==> src/design/trrb_pkg.sv <==
// Shared types and constants of the trace record ring buffer.
// No dependencies; every other design file imports this package.
package trrb_pkg;

  localparam int RING_DEPTH = 1024;                 // power of two, 2 .. 1048576
  localparam int RING_AW    = $clog2(RING_DEPTH);
  localparam int Q_DEPTH    = 2;                    // power of two
  localparam int Q_AW       = $clog2(Q_DEPTH);
  localparam int Q_CW       = $clog2(Q_DEPTH + 1);
  localparam int CFG_AW     = 5;
  localparam int CFG_DW     = 64;

  localparam logic [1:0] REG_FILTER_EN  = 2'd0;
  localparam logic [1:0] REG_WIN_BASE   = 2'd1;
  localparam logic [1:0] REG_WIN_END    = 2'd2;
  localparam logic [1:0] REG_STAMP_EN   = 2'd3;

  typedef logic [RING_AW-1:0] ring_ptr_t;

  typedef enum logic {
    OP_RECORD = 1'b0,
    OP_DRAIN  = 1'b1
  } op_t;

  typedef enum logic {
    BK_IDLE,
    BK_READ
  } back_state_t;

  typedef struct packed {
    logic [2:0]  kind;
    logic [31:0] thread;
    logic [63:0] location;
    logic [63:0] target;
    logic [63:0] stamp;
  } entry_t;

  typedef struct packed {
    op_t    op;
    logic   in_window;
    entry_t entry;
  } cmd_t;

  typedef struct packed {
    logic valid;
    cmd_t cmd;
  } q_head_t;

  typedef struct packed {
    logic        filter_en;
    logic [63:0] win_base;
    logic [63:0] win_end;
    logic        stamp_en;
  } cfg_t;

  typedef struct packed {
    logic        stored;
    logic        dropped;
    logic        in_window;
    logic        hit;
    entry_t      entry;
    logic        now_empty;
    logic [63:0] total_seen;
    logic [63:0] total_lost;
  } result_t;

endpackage

==> src/design/trrb_queue.sv <==
// Short command queue between front and back end.
// Depends on trrb_pkg.
module trrb_queue (
  input  logic              clk,
  input  logic              rst_n,
  input  logic              push,
  input  trrb_pkg::cmd_t    push_cmd,
  output logic              full,
  output trrb_pkg::q_head_t q_head,
  input  logic              pop
);
  import trrb_pkg::*;

  cmd_t              slot_r [Q_DEPTH];
  logic [Q_AW-1:0]   wr_ptr_r, wr_ptr_nxt;
  logic [Q_AW-1:0]   rd_ptr_r, rd_ptr_nxt;
  logic [Q_CW-1:0]   count_r, count_nxt;
  logic              do_pop;

  assign full   = (count_r == Q_CW'(Q_DEPTH));
  assign do_pop = pop && (count_r != '0);

  assign q_head.valid = (count_r != '0);
  assign q_head.cmd   = slot_r[rd_ptr_r];

  always_comb begin
    wr_ptr_nxt = push   ? wr_ptr_r + 1'b1 : wr_ptr_r;
    rd_ptr_nxt = do_pop ? rd_ptr_r + 1'b1 : rd_ptr_r;
    count_nxt  = count_r;
    if (push && !do_pop) begin
      count_nxt = count_r + 1'b1;
    end else if (do_pop && !push) begin
      count_nxt = count_r - 1'b1;
    end
  end

  always_ff @(posedge clk) begin
    if (!rst_n) begin
      wr_ptr_r <= '0;
      rd_ptr_r <= '0;
      count_r  <= '0;
    end else begin
      wr_ptr_r <= wr_ptr_nxt;
      rd_ptr_r <= rd_ptr_nxt;
      count_r  <= count_nxt;
    end
  end

  always_ff @(posedge clk) begin
    if (push) begin
      slot_r[wr_ptr_r] <= push_cmd;
    end
  end

endmodule

==> config.mk <==
export PLATFORM = sky130hd
export DESIGN_NAME = trrb_queue
export DESIGN_NICKNAME = d
export VERILOG_FILES = /design/src/design/trrb_pkg.sv /design/src/design/trrb_queue.sv
export SDC_FILE = /design/constraint.sdc
export NUM_CORES = 1
export LEC_CHECK = 0
export ABC_AREA = 1
export BUFFER_PORTS_ARGS = -buffer_cell sky130_fd_sc_hd__buf_2
export CORE_MARGIN = 10
export CORE_UTILIZATION = 51
export DETAILED_ROUTE_END_ITERATION = 10
export PLACE_DENSITY = 0.86
export SLEW_MARGIN = 20
export SYNTH_ARGS = -nofsm -noshare
export SYNTH_HDL_FRONTEND = slang
export SYNTH_SLANG_ARGS = --single-unit
==> constraint.sdc <==
create_clock -name clk -period 15.35 [get_ports clk]
set_clock_uncertainty 0.1 [all_clocks]
set_input_delay 3.07 -clock clk [delete_from_list [all_inputs] [get_ports clk]]
set_output_delay 3.07 -clock clk [all_outputs]
set_load 0.01 [all_outputs]
After elaboration in Yosys (flattened, before gate mapping)
Memory sizes are Yosys's and may differ from the RTL's. A register that Yosys moved wholly into a read port is not among the register bits.
Index checks and enable logic that the tools add are counted.
{"block": "word_totals", "output_inout_bits": 231, "register_bits": 4, "inputBits": 233, "word_cells": 22, "n_memories": 1, "ram_bits": 458}
{"memory": "slot_r", "words": 2, "width": 229, "rd": 1, "rd_ports_with_merged_regs": 1, "wr": 1, "line": "trrb_queue.sv:14", "rtl": "cmd_t slot_r [Q_DEPTH];"}
{"block": "op_classes", "n_mux": 6, "addsub": 4, "reduce_logical": 7, "n_eq_ne": 1}
{"op": "$mux W1", "n": 4}
{"op": "$mux W2", "n": 2}
{"op": "$reduce_bool A2 Y1", "n": 2}
{"op": "$logic_and A1 B1 Y1", "n": 3}
{"op": "$add A1 B1 Y1 const B", "n": 2}
{"op": "$add A2 B1 Y2 const B", "n": 1}
{"op": "$eq A2 B2 Y1 const B", "n": 1}
{"op": "$logic_not A1 Y1", "n": 2}
{"op": "$sub A2 B1 Y2 const B", "n": 1}

Longest topological paths before layout
{"block": "logic_depth", "word_depth": 5, "mapped_depth": 9, "mapped_depth_nobuf": 9}

Worst setup path before layout
No wires, ideal clock.
{"block": "synth_path", "kind": "input -> register", "startpoint": "input port push", "endpoint": "memory slot_r[0][0] (netlist name) (enable)", "required_time_ns": 14.421, "n_path_buf": 0, "setup_time_ns": 0.829, "slack_ns": 1.744, "cell_stages": 2, "arrival_time_ns": 12.677, "cell_sequence": "inv_1 nor2_1"}
{"block": "synth_via", "elab_chain_len": 2}
{"element": "from (decl)", "line": "trrb_queue.sv:6", "rtl": "input logic push,"}
{"element": "$mux W1", "line": "trrb_queue.sv:50", "rtl": "if (push) begin"}
{"element": "$mux W1 (not written as such)", "line": "trrb_queue.sv:51", "rtl": "slot_r[wr_ptr_r] <= push_cmd;"}
{"element": "to (decl)", "line": "trrb_queue.sv:14"}
No other way between the ends.

==> results_dict.tcl <==
set metrics [dict create \
    fin_util 0.643 \
    first_iter_violations 518 \
    setup_viol_count_final 0 \
    grt_pass1_vias 9678 \
    pin_count 464 \
    p_leak_nw 7.81 \
    gp_congestion 0.863 \
    first_pass_iters 5 \
    whs_endpoint "rd_ptr_r" \
    hold_path_class "flip-flop to flip-flop" \
    start_util 0.518 \
    ir_drop_mv 0.106 \
    syn_to_final_growth_pct 24.2 \
    h-tree-depth 2 \
    synth-async-reset-ratio 0 \
    drc 0 \
    fin_tns_setup_ns 0 \
    crit_path_end_kind "output pin" \
    hold_depth 2 \
    yosysSeqAreaShare 0.823 \
    max_cap_violations 0 \
    grt_usage 0.191 \
    hold_slack_ns 0.434 \
    insertion_delay_ns 0.52 \
    antenna_found_initial 11 \
    cts_buffer_depth 3 \
    cts_num_sinks 463 \
    synthTopCellsByArea "edfxtp_1 82%, mux2_2 15%, buf_6 1.5%" \
    root_buffer "clkbuf_16" \
    grt_busiest_layer "met2" \
    core_sq_um 32500 \
    synthesis.area_sq_um 16800 \
    maxSlewViolCount 0 \
    timing.fmax_ghz 0.156 \
    cts_tree "done" \
    synth_edf_count 458 \
    stdcell_area_sq_um 20900 \
    post-cts-setup-buffer-count 0 \
    grt-ovfl-total 0 \
    synthesis.nets 982 \
    yosys_most_used_dff "edfxtp_1" \
    status "finished, final reports clean" \
    reg2reg_to "slot_r[0][168]" \
    cp.required_ns 12.18 \
    grt_setup_unrepaired "no" \
    synth_top_cell_by_area "edfxtp_1" \
    gr-usage-met3 0.0622 \
    portBuffers 463 \
    die_x_um 202 \
    synth_common_cells "458 x edfxtp_1, 229 x mux2_2, 23 x buf_6" \
    startpoint_type "flip-flop" \
    worstRegToRegCells 3 \
    wl_per_cell_um 23.3 \
    grt_pass1_wl_um 59200 \
    syn_area_per_cell_sq_um 22.5 \
    period_minus_slack_ns 6.41 \
    wl_um 40100 \
    hold_buffers 0 \
    dpl.hpwl_um 28800 \
    critical_path_class "flip-flop to output pin" \
    fin_nets 1474 \
    yosysMostFrequentCell "edfxtp_1" \
    hp-start "rd_ptr_r" \
    worstPathMaxFanout 60 \
    ys_warn_count 0 \
    die_h_um 202 \
    syn_inst 748 \
    fin_crit_sh 0.418 \
    final_hold_viol_count 0 \
    ant_nets 0 \
    post_cts_resized 0 \
    cp.arrival_ns 3.24 \
    r2r-start "wr_ptr_r" \
    ys_ff_latch 463 \
    grt_use_met1 0.207 \
    drive_above_1_share 0.598 \
    place_area_sq_um 19500 \
    die_area_sq_um 40700 \
    rrSetupSlack_ns 12.10 \
    rows 66 \
    synth_cell_types 15 \
    cts_buffers 44 \
    worst_pin_slew_ns 1.05 \
    relSlewSlack 0.299 \
    viasPerCell 5.18 \
    grt_max_degree 96 \
    gr-usage-met2 0.342 \
    vias 8916 \
    synth_top_area_frac 0.817 \
    cts.clk_slew.worst_paths_ns 0.06 \
    p_per_area_nw_per_um2 137 \
]
[metrics by stage]
stage	power (mW)	setup WS (ns)	std cells
CTS	2.90	8.91	1713
finish	2.87	8.94	1721
detailed placement	1.87	9.21	1636
global route	2.98	8.77	1719
floorplan	1.74	1.74	748
global placement	1.86	9.29	1636
[power by group]
| part | leakage, nW | internal, mW | total (mW) | switching (mW) |
|---|---|---|---|---|
| registers | 4.34 | 1.47 | 1.49 | 0.0226 |
| logic | 2.80 | 0.162 | 0.356 | 0.194 |
| clock network | 0.672 | 0.602 | 1.02 | 0.422 |
[final cells by class]
type                       count  area [sq um]
multi-input combinational    252          2690
timing repair buffer         471          2380
clock buffer                  53          1160
fill                        2220         11600
antenna                        8          20.0
sequential                   463         13900
clock inverter                24           216
inverter                       8          37.5
tap                          442           553
[cells in the final DEF (no fill, tap or decap)]
master | synthesis | routed
a21oi_1 | 1 | 1
buf_2 | 1 | 463
buf_4 | 1 | 8
bufinv_16 | 0 | 4
clkbuf_1 | 0 | 8
clkbuf_16 | 0 | 45
clkinv_1 | 0 | 12
clkinv_2 | 0 | 5
clkinv_4 | 0 | 2
dfxtp_1 | 5 | 4
dfxtp_4 | 0 | 1
diode_2 | 0 | 8
edfxtp_1 | 458 | 458
ha_1 | 1 | 1
inv_1 | 8 | 7
inv_6 | 0 | 1
inv_8 | 0 | 1
mux2_2 | 229 | 229
nand2_1 | 9 | 9
nand3_1 | 1 | 1
nand4_1 | 1 | 1
nor2_1 | 8 | 7
nor2_4 | 0 | 1
o21a_1 | 1 | 1
o21ai_0 | 1 | 1
[metal layers]
layer,wire [um],share of wire,up-vias
li1,-,-,3969
met1,14200,0.35,4424
met2,21200,0.53,432
met3,3460,0.086,83
met4,1150,0.029,8
met5,52,0.0013,-
[worst max path at each step]
stage          startpoint  slack, ns            end
5_1_grt         flip-flop       8.77    q_head[108]
3_3_place_gp         push       9.29  slot_r[0][23]
3_5_place_dp         push       9.21  slot_r[0][26]
4_1_cts         flip-flop       8.91     q_head[62]
2_1_floorplan        push       1.74   slot_r[0][0]
6_report        flip-flop       8.94    q_head[108]
[state kept, by name, summed over array words and instances, names as in the netlist, named ones only]
name and flops:
count_r 2, rd_ptr_r 1, slot_r 458, wr_ptr_r 1
[logic make-up (layout without fill, tap and decap cells)]
kind of cell | count (synthesis) | count (layout) | synth area share
AOI/OAI and AO/OA | 3 | 3 | 0.00104
other | 0 | 8 | 0
buffers and inverters | 33 | 556 | 0.0179
adders and majority gates | 1 | 1 | 0.000743
and+or+nand+nor | 19 | 19 | 0.00446
DFF | 463 | 463 | 0.823
muxes | 229 | 229 | 0.153
[worst max-delay path: stages, from the launching register on]
cell and delay [ns]:
dfxtp_4 0.62, buf_4 0.69, buf_4 0.70, mux2_2 0.42, buf_2 0.14
Note: power is estimated with default switching activity, not from simulation.
