### config.mk
export PLATFORM = sky130hd
export DESIGN_NAME = trrb_front
export DESIGN_NICKNAME = d
export VERILOG_FILES = /design/src/design/trrb_pkg.sv /design/src/design/trrb_front.sv
export SDC_FILE = /design/constraint.sdc
export NUM_CORES = 1
export LEC_CHECK = 0
export BUFFER_PORTS_ARGS = -buffer_cell sky130_fd_sc_hd__buf_2
export CORE_AREA = 2 2 230 232
export DETAILED_ROUTE_END_ITERATION = 10
export DIE_AREA = 0 0 232 234
export SYNTH_ARGS = -nofsm -noshare
export SYNTH_HDL_FRONTEND = slang
export SYNTH_SLANG_ARGS = --single-unit
### constraint.sdc
create_clock -name vclk -period 2.4
set_clock_uncertainty 0.15 [all_clocks]
set_input_delay 0.12 -clock vclk [all_inputs]
set_output_delay 0.12 -clock vclk [all_outputs]
set_load 0.02 [all_outputs]
### src/design/trrb_pkg.sv
// Shared types and constants of the trace record ring buffer.
// No dependencies; every other design file imports this package.
package trrb_pkg;

  localparam int RING_DEPTH = 1024;                 // power of two, 2 .. 1048576
  localparam int RING_AW    = $clog2(RING_DEPTH);
  localparam int Q_DEPTH    = 2;                    // power of two
  localparam int Q_AW       = $clog2(Q_DEPTH);
  localparam int Q_CW       = $clog2(Q_DEPTH + 1);
  localparam int CFG_AW     = 5;
  localparam int CFG_DW     = 64;

  localparam logic [1:0] REG_FILTER_EN  = 2'd0;
  localparam logic [1:0] REG_WIN_BASE   = 2'd1;
  localparam logic [1:0] REG_WIN_END    = 2'd2;
  localparam logic [1:0] REG_STAMP_EN   = 2'd3;

  typedef logic [RING_AW-1:0] ring_ptr_t;

  typedef enum logic {
    OP_RECORD = 1'b0,
    OP_DRAIN  = 1'b1
  } op_t;

  typedef enum logic {
    BK_IDLE,
    BK_READ
  } back_state_t;

  typedef struct packed {
    logic [2:0]  kind;
    logic [31:0] thread;
    logic [63:0] location;
    logic [63:0] target;
    logic [63:0] stamp;
  } entry_t;

  typedef struct packed {
    op_t    op;
    logic   in_window;
    entry_t entry;
  } cmd_t;

  typedef struct packed {
    logic valid;
    cmd_t cmd;
  } q_head_t;

  typedef struct packed {
    logic        filter_en;
    logic [63:0] win_base;
    logic [63:0] win_end;
    logic        stamp_en;
  } cfg_t;

  typedef struct packed {
    logic        stored;
    logic        dropped;
    logic        in_window;
    logic        hit;
    entry_t      entry;
    logic        now_empty;
    logic [63:0] total_seen;
    logic [63:0] total_lost;
  } result_t;

endpackage

### src/design/trrb_front.sv
// Front end: takes input beats, tests the location against the filter
// window and masks the timestamp. Depends on trrb_pkg.
module trrb_front (
  input  logic           in_valid,
  output logic           in_ready,
  input  logic           in_op,
  input  logic [2:0]     in_kind,
  input  logic [31:0]    in_thread_tag,
  input  logic [63:0]    in_location,
  input  logic [63:0]    in_target,
  input  logic [63:0]    in_stamp,
  input  trrb_pkg::cfg_t cfg,
  input  logic           q_full,
  output logic           push,
  output trrb_pkg::cmd_t push_cmd
);
  import trrb_pkg::*;

  logic hit_window;

  assign hit_window = !cfg.filter_en ||
                      ((in_location >= cfg.win_base) && (in_location < cfg.win_end));

  assign in_ready = !q_full;
  assign push     = in_valid && !q_full;

  always_comb begin
    push_cmd                = '0;
    push_cmd.op             = op_t'(in_op);
    push_cmd.in_window      = hit_window;
    push_cmd.entry.kind     = in_kind;
    push_cmd.entry.thread   = in_thread_tag;
    push_cmd.entry.location = in_location;
    push_cmd.entry.target   = in_target;
    push_cmd.entry.stamp    = cfg.stamp_en ? in_stamp : 64'd0;
  end

endmodule

== Word-level counts from Yosys, hierarchy flattened ==
Index checks and enable logic that the tools add are counted.

* Register bits after elaboration: 0
* Output and inout port bits: 231
* Logic and storage cells: 8

* $lt $le $gt $ge: 2
* Reductions and logical operators: 5
* Muxes and demuxes: 1

{| class="wikitable"
|+ Operator list
! cell !! number
|-
| >= comparator 64 bit || 1
|-
| less-than comparator 64 bit || 1
|-
| two-way mux 64 bit || 1
|-
| logical AND 1 bit || 2
|-
| zero test 1 bit || 2
|-
| logical OR 1 bit || 1
|}

== Logic depth before layout (Yosys ltp) ==
Gate-level depths: netlist (run 1).

* Word-level depth: 3
* Mapped depth: 10
* Depth with buffers taken out: 9

== Least setup slack after synthesis (run 1) ==
Ideal clock, no wire load.

* Path type: input to output
* Start point: input cfg[110] (netlist bit)
* End point: output push_cmd[227] (netlist bit)
* Setup slack: 0.368 ns
* Arrival time: 1.762 ns
* Data required time: 2.130 ns
* Buffers on the path: 1
* Cell stages on the path: 8
* Path through: inv_1 -> ha_1 -> nand4_1 -> or2_1 -> nand3b_1 -> o41a_1 -> nor4_2 -> buf_4

* Word-level cells in the longest chain between the ends: 3

{| class="wikitable"
|+ Ends and longest elaborated chain
! item !! line !! RTL
|-
| from (decl) || trrb_front.sv:12 || <nowiki>input trrb_pkg::cfg_t cfg,</nowiki>
|-
| >= comparator 64 bit || trrb_front.sv:22 || <nowiki>((in_location >= cfg.win_base) && (in_location < cfg.win_end));</nowiki>
|-
| logical AND 1 bit || trrb_front.sv:22 ||
|-
| logical OR 1 bit || trrb_front.sv:21 || <nowiki>assign hit_window = !cfg.filter_en ||</nowiki>
|-
| to (decl) || trrb_front.sv:15 || <nowiki>output trrb_pkg::cmd_t push_cmd</nowiki>
|}

No other way between the ends.

==> metrics, run 1 <==
part of the power in registers=0; endpoint type of the worst setup path=output pin; Ports=591; commonest cells after routing, fill and taps aside=389 x buf_2, 132 x inv_1, 115 x ha_1, 65 x buf_4, 64 x and2_1; Initial Utilization=0.0931; Post-Route WL=23200 um; via count=5221; Seq/Total Area, Yosys=0; seq_cells=0; Fin Setup TNS=-0.125 ns; initial antenna violation count=7; core area=52000 um^2; DRC viols=0; metal3 WL=3340 um; slowest stage delay, CP=0.44 ns; crit share post-route=1.05; pin count of the biggest net entering global routing=56; antenna violation net count after detailed routing=0; Slew Viols, Final=0; Net Sw Frac=0.534; P_sw=0.000680 W; GPL Wtd Cong=0.809; metal2 WL=10600 um; CP max-delay cell=a2111o_1; Setup violations, final=1; vias in the first global route=4893; Comb pwr share=1.000; gr usage total=0.0760; vias per cell=3.15; Period minus WS final=2.52 ns; Sequential Area=0 um^2; average wire per standard cell=14.0 um; drt first pass iters=4; failing checks=setup timing; Mean Syn Cell Area=7.11 um^2; Synth Instances=681; commonest non-fill, non-tap cell in the layout=buf_2; fmax=0.396 GHz; Crit Path Class=in2out; Hold Fails Final Rpt=0; Mapped Nets=1168; MaxCap Viol Count=0; Post-layout nets=1455; Top Metal Used=met5; Clock Power Share=0; Worst-Margin Slew=0.684 ns; Worst setup SP type=input pin; clkbuf count=0; wire length of the first global-routing pass=30000 um; Die Width=232 um; M1 WL=8740 um; peak supply drop=0.0722 mV; Post-Syn Area=4840 um^2; Pint=0.000593 W; RSZ-0062 raised after global routing=yes; setup ws final=-0.125 ns; fill count=6030; crit path cell chain=buf_4 -> ha_4 -> a2111o_1 -> a221oi_2 -> o41ai_4 -> a41oi_2 -> buf_4 -> a21oi_2 -> nor4_2 -> buf_4; die height=234 um; Worst Hold Launch=in_target[39]; global route overflow=0; Crit Path Max Fanout=3; Crit path buffers/inverters=3; Largest delay share family, worst path=compound AO/OA/AOI/OAI gates; Pleak=4.24 nW; status=finished, violations left; Detail Placement HPWL=21600 um; # rows=84; Hold WC Path Type=in2out; Synth Warn #=0; Hold Path Depth=0; most common cell type on the critical path=buf_4; share of cells above drive strength 1=0.512; DIE AREA=54300 um^2; Unique masters post-synth=36; I/O Buffers=391; hold buffer count at cts=0; Pwr per Cell Area=177 nW/um^2; Rel. slew slack=0.544; final core utilization=0.138; CP Data Arrival Time=2.25 ns; area grow syn2layout=48.3%; Worst Hold Path EP=push_cmd[103]; CP required=2.13 ns; Iteration-0 DRC Markers=81
==> logic make-up after synthesis <==
group	count (synthesis)	synth area share
AO/OA/AOI/OAI	103	0.136
adder cells (fa/ha/maj)	127	0.328
AND/OR/NAND/NOR	146	0.172
buffers and inverters	305	0.364
==> synthesized netlist by cell type (all sizes together), types with 2 or more instances <==
| cell type | count | share of area |
|---|---|---|
| a221oi | 7 | 0.014 |
| nor4 | 5 | 0.0077 |
| and2 | 64 | 0.083 |
| ha | 127 | 0.33 |
| clkbuf | 6 | 0.0046 |
| o2111ai | 2 | 0.0036 |
| nand2b | 3 | 0.0039 |
| or3 | 2 | 0.0026 |
| a21o | 21 | 0.033 |
| a211oi | 2 | 0.0041 |
| buf | 165 | 0.26 |
| nand3 | 7 | 0.0072 |
| nor2 | 11 | 0.0085 |
| o21ai | 22 | 0.023 |
| a21oi | 39 | 0.040 |
| inv | 134 | 0.10 |
| and4 | 3 | 0.0054 |
| nand4 | 19 | 0.025 |
| o221ai | 3 | 0.0054 |
| nor2b | 5 | 0.0065 |
| nand2 | 23 | 0.018 |
==> power groups by stage <==
stage / combinational, W / clock, W / sequential [W]
after global routing: 0.00144 / 0 / 0
after detailed placement: 0.00122 / 0 / 0
after floorplan: 0.000897 / 0 / 0
after CTS: 0.00126 / 0 / 0
after global placement: 0.00122 / 0 / 0
final: 0.00127 / 0.0000000000561 / 0
==> worst max path at each step <==
stage / start / depth (start not counted) / slack, ns / end
6_report: in_location[1] / 10 / -0.12 / push_cmd[227]
3_5_place_dp: in_location[21] / 11 / -0.45 / push_cmd[227]
5_1_grt: in_location[1] / 10 / -0.24 / push_cmd[227]
2_1_floorplan: cfg[110] / 8 / 0.37 / push_cmd[227]
3_3_place_gp: in_location[2] / 11 / -0.41 / push_cmd[227]
4_1_cts: in_location[29] / 11 / -0.15 / push_cmd[227]
==> timing repair <==
action | in CTS | in global routing
endpoints found under the setup margin | 1 | 1
buffers inserted | 0 | 1
resized for setup | 17 | 30
pin swaps | 5 | 23
==> metal layers <==
layer | vias to the layer above | track usage
met4 | 8 | 0.0160
met1 | 2195 | 0.0834
li1 | 2662 | -
met2 | 302 | 0.126
met5 | - | 0
met3 | 54 | 0.0449
==> final cells by class <==
class	count	area (um^2)	share of cell area
Multi-Input combinational cell	376	3350	0.467
Antenna cell	1	2.50	0.000348
Timing Repair Buffer	456	2470	0.343
Inverter	134	503	0.0700
Tap cell	688	861	0.120
==> per-stage QoR <==
step	hold slack (ns)	cell area (um^2)	power, W	std cells	setup WS, ns
floorplan	0.167	4840	0.000897	681	0.368
global placement	0.0901	6890	0.00122	1653	-0.409
detailed placement	0.0901	6890	0.00122	1653	-0.451
CTS	0.0901	6990	0.00126	1653	-0.150
global route	0.0900	7180	0.00144	1654	-0.236
finish	0.0900	7190	0.00127	1655	-0.125
(Power assumes the default switching activity.)
==> run 2, diff against run 1 <==
Settings changed: REMOVE_ABC_BUFFERS set to 1.
==> metrics, run 2 (synthesized netlist as in run 1, its figures left out) <==
final core utilization=0.133; Iteration-0 DRC Markers=189; vias per cell=3.27; vias in the first global route=4844; peak supply drop=0.0707 mV; global route overflow=0; Worst Hold Path EP=push_cmd[106]; MaxCap Viol Count=0; RSZ-0062 raised after global routing=yes; via count=5378; Worst setup SP type=input pin; Initial Utilization=0.0931; core area=52000 um^2; Rel. slew slack=0.494; crit share post-route=1.09; Slew Viols, Final=0; Period minus WS final=2.61 ns; seq_cells=0; Fin Setup TNS=-0.208 ns; DRC viols=0; clkbuf count=0; Worst Hold Launch=in_target[42]; status=finished, violations left; I/O Buffers=391; DIE AREA=54300 um^2; commonest cells after routing, fill and taps aside=390 x buf_2, 134 x inv_1, 124 x ha_1, 64 x and2_1, 53 x buf_4; commonest non-fill, non-tap cell in the layout=buf_2; Die Width=232 um; fill count=6069; Crit Path Max Fanout=2; Crit Path Class=in2out; Setup violations, final=1; wire length of the first global-routing pass=39000 um; final cell count without fillers=1643; die height=234 um; Post-Route WL=31500 um; gr usage total=0.107; # rows=84; initial antenna violation count=7; Hold Path Depth=0; CP required=2.13 ns; hold buffer count at cts=0; setup ws final=-0.208 ns; Power, Total=0.00120 W; pre-CTS WS=-0.501 ns; share of cells above drive strength 1=0.484; endpoint type of the worst setup path=output pin; Hold Fails Final Rpt=0; drt first pass iters=5; Hold WC Path Type=in2out; pin count of the biggest net entering global routing=43; Sequential Area=0 um^2; Post-layout nets=1442; Detail Placement HPWL=28500 um; area of the multi-input gates=3200 um^2; Pleak=4.14 nW; Worst-Margin Slew=0.750 ns; average wire per standard cell=19.2 um; placed insts=1641; failing checks=setup timing; antenna violation net count after detailed routing=0; CP Data Arrival Time=2.34 ns; Pwr per Cell Area=174 nW/um^2; fmax=0.383 GHz; GPL Wtd Cong=0.838; Ports=591; area grow syn2layout=42.8%
run 2: power by group:
group            internal (W)       total [W]  switching, W
Sequential                  0               0             0
Clock          0.000000000113  0.000000000113             0
Combinational        0.000560         0.00120      0.000642
Total                0.000560         0.00120      0.000642
run 2: layout make-up:
class / count / share of cell area
multi-input cells: 376 / 0.463
repair buffers: 443 / 0.340
well taps: 688 / 0.124
inverters: 134 / 0.0727
diodes: 2 / 0.000723
run 2: critical path: stages:
cell	delay, ns
buf_2	0.11
buf_4	0.13
ha_1	0.26
nand2_1	0.06
buf_4	0.13
o41ai_2	0.71
a41oi_2	0.25
a21oi_1	0.21
nor4_2	0.05
buf_4	0.16
buf_4	0.15
run 2: worst max path at each step:
| stage | from | end | slack (ns) | cells past startpoint |
|---|---|---|---|---|
| 2_1_floorplan | cfg[110] | push_cmd[227] | 0.27 | 7 |
| 3_3_place_gp | in_location[6] | push_cmd[227] | -0.49 | 11 |
| 3_5_place_dp | in_location[6] | push_cmd[227] | -0.50 | 11 |
| 4_1_cts | in_location[1] | push_cmd[227] | -0.12 | 11 |
| 5_1_grt | cfg[109] | push_cmd[227] | -0.27 | 11 |
| 6_report | in_location[10] | push_cmd[227] | -0.21 | 11 |
run 2: per-layer routing:
layer	share of wire	routed length (um)	vias up	global-route usage
li1	-	-	2631	-
met1	0.42	13100	2242	0.125
met2	0.34	10600	457	0.126
met3	0.21	6710	28	0.112
met4	0.0054	170	20	0.00501
met5	0.028	870	-	0.109
run 2: what timing repair did:
item | 4_1_cts | 5_1_grt
buffers inserted | 0 | 0
resized for setup | 17 | 3
setup endpoints to repair | 1 | 1
pin swaps | 6 | 1
run 2: through the flow:
stage | area, um^2 | hold WS [ns]
6_report | 6920 | 0.0902
5_1_grt | 6910 | 0.0901
4_1_cts | 6910 | 0.0902
3_5_place_dp | 6790 | 0.0902
3_3_place_gp | 6790 | 0.0902
2_1_floorplan | 3580 | 0.0900
==> run 3, diff against run 2 <==
Clock period 2.4 ns to 2.1 ns, I/O delays scaled along.
==> metrics, run 3 (synthesized netlist as in run 1, its figures left out) <==
DIE AREA=54300 um^2; # rows=84; Iteration-0 DRC Markers=212; RSZ-0062 raised after global routing=yes; die height=234 um; Pint=0.000705 W; hold buffer count at cts=0; Crit Path Class=in2out; area grow syn2layout=50.3%; Sequential Area=0 um^2; Rel. slew slack=0.708; Slew Viols, Final=0; DRC viols=0; Clock Power Share=0; clkbuf count=0; Pwr per Cell Area=203 nW/um^2; part of the power in registers=0; Die Width=232 um; cell depth of the worst setup path=9; via count=5553; fill count=6054; gr usage total=0.108; vias in the first global route=5045; pin count of the biggest net entering global routing=31; global route overflow=0; Worst setup SP type=input pin; share of cells above drive strength 1=0.513; initial antenna violation count=6; setup ws final=-0.442 ns; Hold Fails Final Rpt=0; Ports=591; CP required=1.85 ns; Worst Hold Path EP=push_cmd[106]; I/O Buffers=391; Largest delay share family, worst path=compound AO/OA/AOI/OAI gates; Crit path buffers/inverters=3; core area=52000 um^2; Pleak=4.27 nW; MaxCap Viol Count=0; average wire per standard cell=19.3 um; Comb pwr share=1.000; Detail Placement HPWL=28700 um; vias per cell=3.35; Worst-Margin Slew=0.436 ns; commonest cells after routing, fill and taps aside=385 x buf_2, 132 x inv_1, 114 x ha_1, 68 x buf_4, 64 x and2_1; drt first pass iters=4; Net Sw Frac=0.523; wire length of the first global-routing pass=39900 um; Hold Path Depth=0; crit share post-route=1.21; crit path cell chain=buf_2 -> ha_1 -> nand4_1 -> buf_4 -> a21oi_1 -> nor4_4 -> o41a_1 -> nor4_4 -> buf_4; Worst Hold Launch=in_target[42]; Post-layout nets=1457; antenna violation net count after detailed routing=0; Initial Utilization=0.0931; slowest stage delay, CP=0.46 ns; commonest non-fill, non-tap cell in the layout=buf_2; pre-CTS WS=-0.748 ns; failing checks=setup timing; Period minus WS final=2.54 ns; seq_cells=0; Setup violations, final=1; Post-Route WL=32000 um; GPL Wtd Cong=0.855; fmax=0.393 GHz; Hold WC Path Type=in2out; P_sw=0.000773 W; peak supply drop=0.0857 mV; Crit Path Max Fanout=3; final core utilization=0.140; CP Data Arrival Time=2.29 ns; status=finished, violations left; area of the multi-input gates=3410 um^2; CP max-delay cell=o41a_1; endpoint type of the worst setup path=output pin
-- run 3: cell types whose count changed in the layout (fill, tap and decap cells not counted), moves of 2 or more --
| cell | delta |
|---|---|
| buf_4 | +15 |
| ha_1 | -10 |
| ha_4 | +10 |
| buf_2 | -5 |
| buf_6 | +3 |
| a221oi_1 | -2 |
| buf_8 | +2 |
| inv_1 | -2 |
| o21ai_2 | +2 |
-- run 3: what timing repair did --
action                                  in CTS  in global routing
endpoints found under the setup margin       1                  1
pin swaps                                    4                 18
setup buffers                                0                  2
gates resized for setup                     16                 41
-- run 3: metrics by stage --
stage / cells / area [um^2] / total power [W] / setup TNS, ns / hold WS [ns]
finish: 1657 / 7280 / 0.00148 / -0.442 / 0.0602
floorplan: 510 / 3580 / 0.000555 / -0.00414 / 0.0600
CTS: 1654 / 7000 / 0.00143 / -0.432 / 0.0602
detailed placement: 1654 / 6890 / 0.00138 / -0.748 / 0.0602
global route: 1656 / 7280 / 0.00166 / -0.464 / 0.0601
global placement: 1654 / 6890 / 0.00138 / -0.678 / 0.0602
-- run 3: worst max path at each step --
stage,from,endpoint,slack [ns]
after floorplan,cfg[110],push_cmd[227],-0.004
after global placement,in_location[6],push_cmd[227],-0.68
after detailed placement,in_location[6],push_cmd[227],-0.75
after CTS,in_location[41],push_cmd[227],-0.43
after global routing,in_location[37],push_cmd[227],-0.46
final,in_location[14],push_cmd[227],-0.44
-- run 3: area by class of cell --
| class | count | share of cell area |
|---|---|---|
| Antenna cell | 1 | 0.000344 |
| Multi-Input combinational cell | 376 | 0.468 |
| Timing Repair Buffer | 458 | 0.344 |
| Tap cell | 688 | 0.118 |
| Inverter | 134 | 0.0694 |
-- run 3: power groups by stage --
stage / clock, W / combinational (W) / sequential [W]
floorplan: 0 / 0.000555 / 0
global placement: 0 / 0.00138 / 0
detailed placement: 0 / 0.00138 / 0
CTS: 0 / 0.00143 / 0
global route: 0 / 0.00166 / 0
finish: 0.0000000000639 / 0.00148 / 0
-- run 3: per-layer routing --
layer	track usage	part of all wire
met1	0.125	0.41
met2	0.128	0.34
met3	0.116	0.21
met4	0.00521	0.0063
met5	0.108	0.027
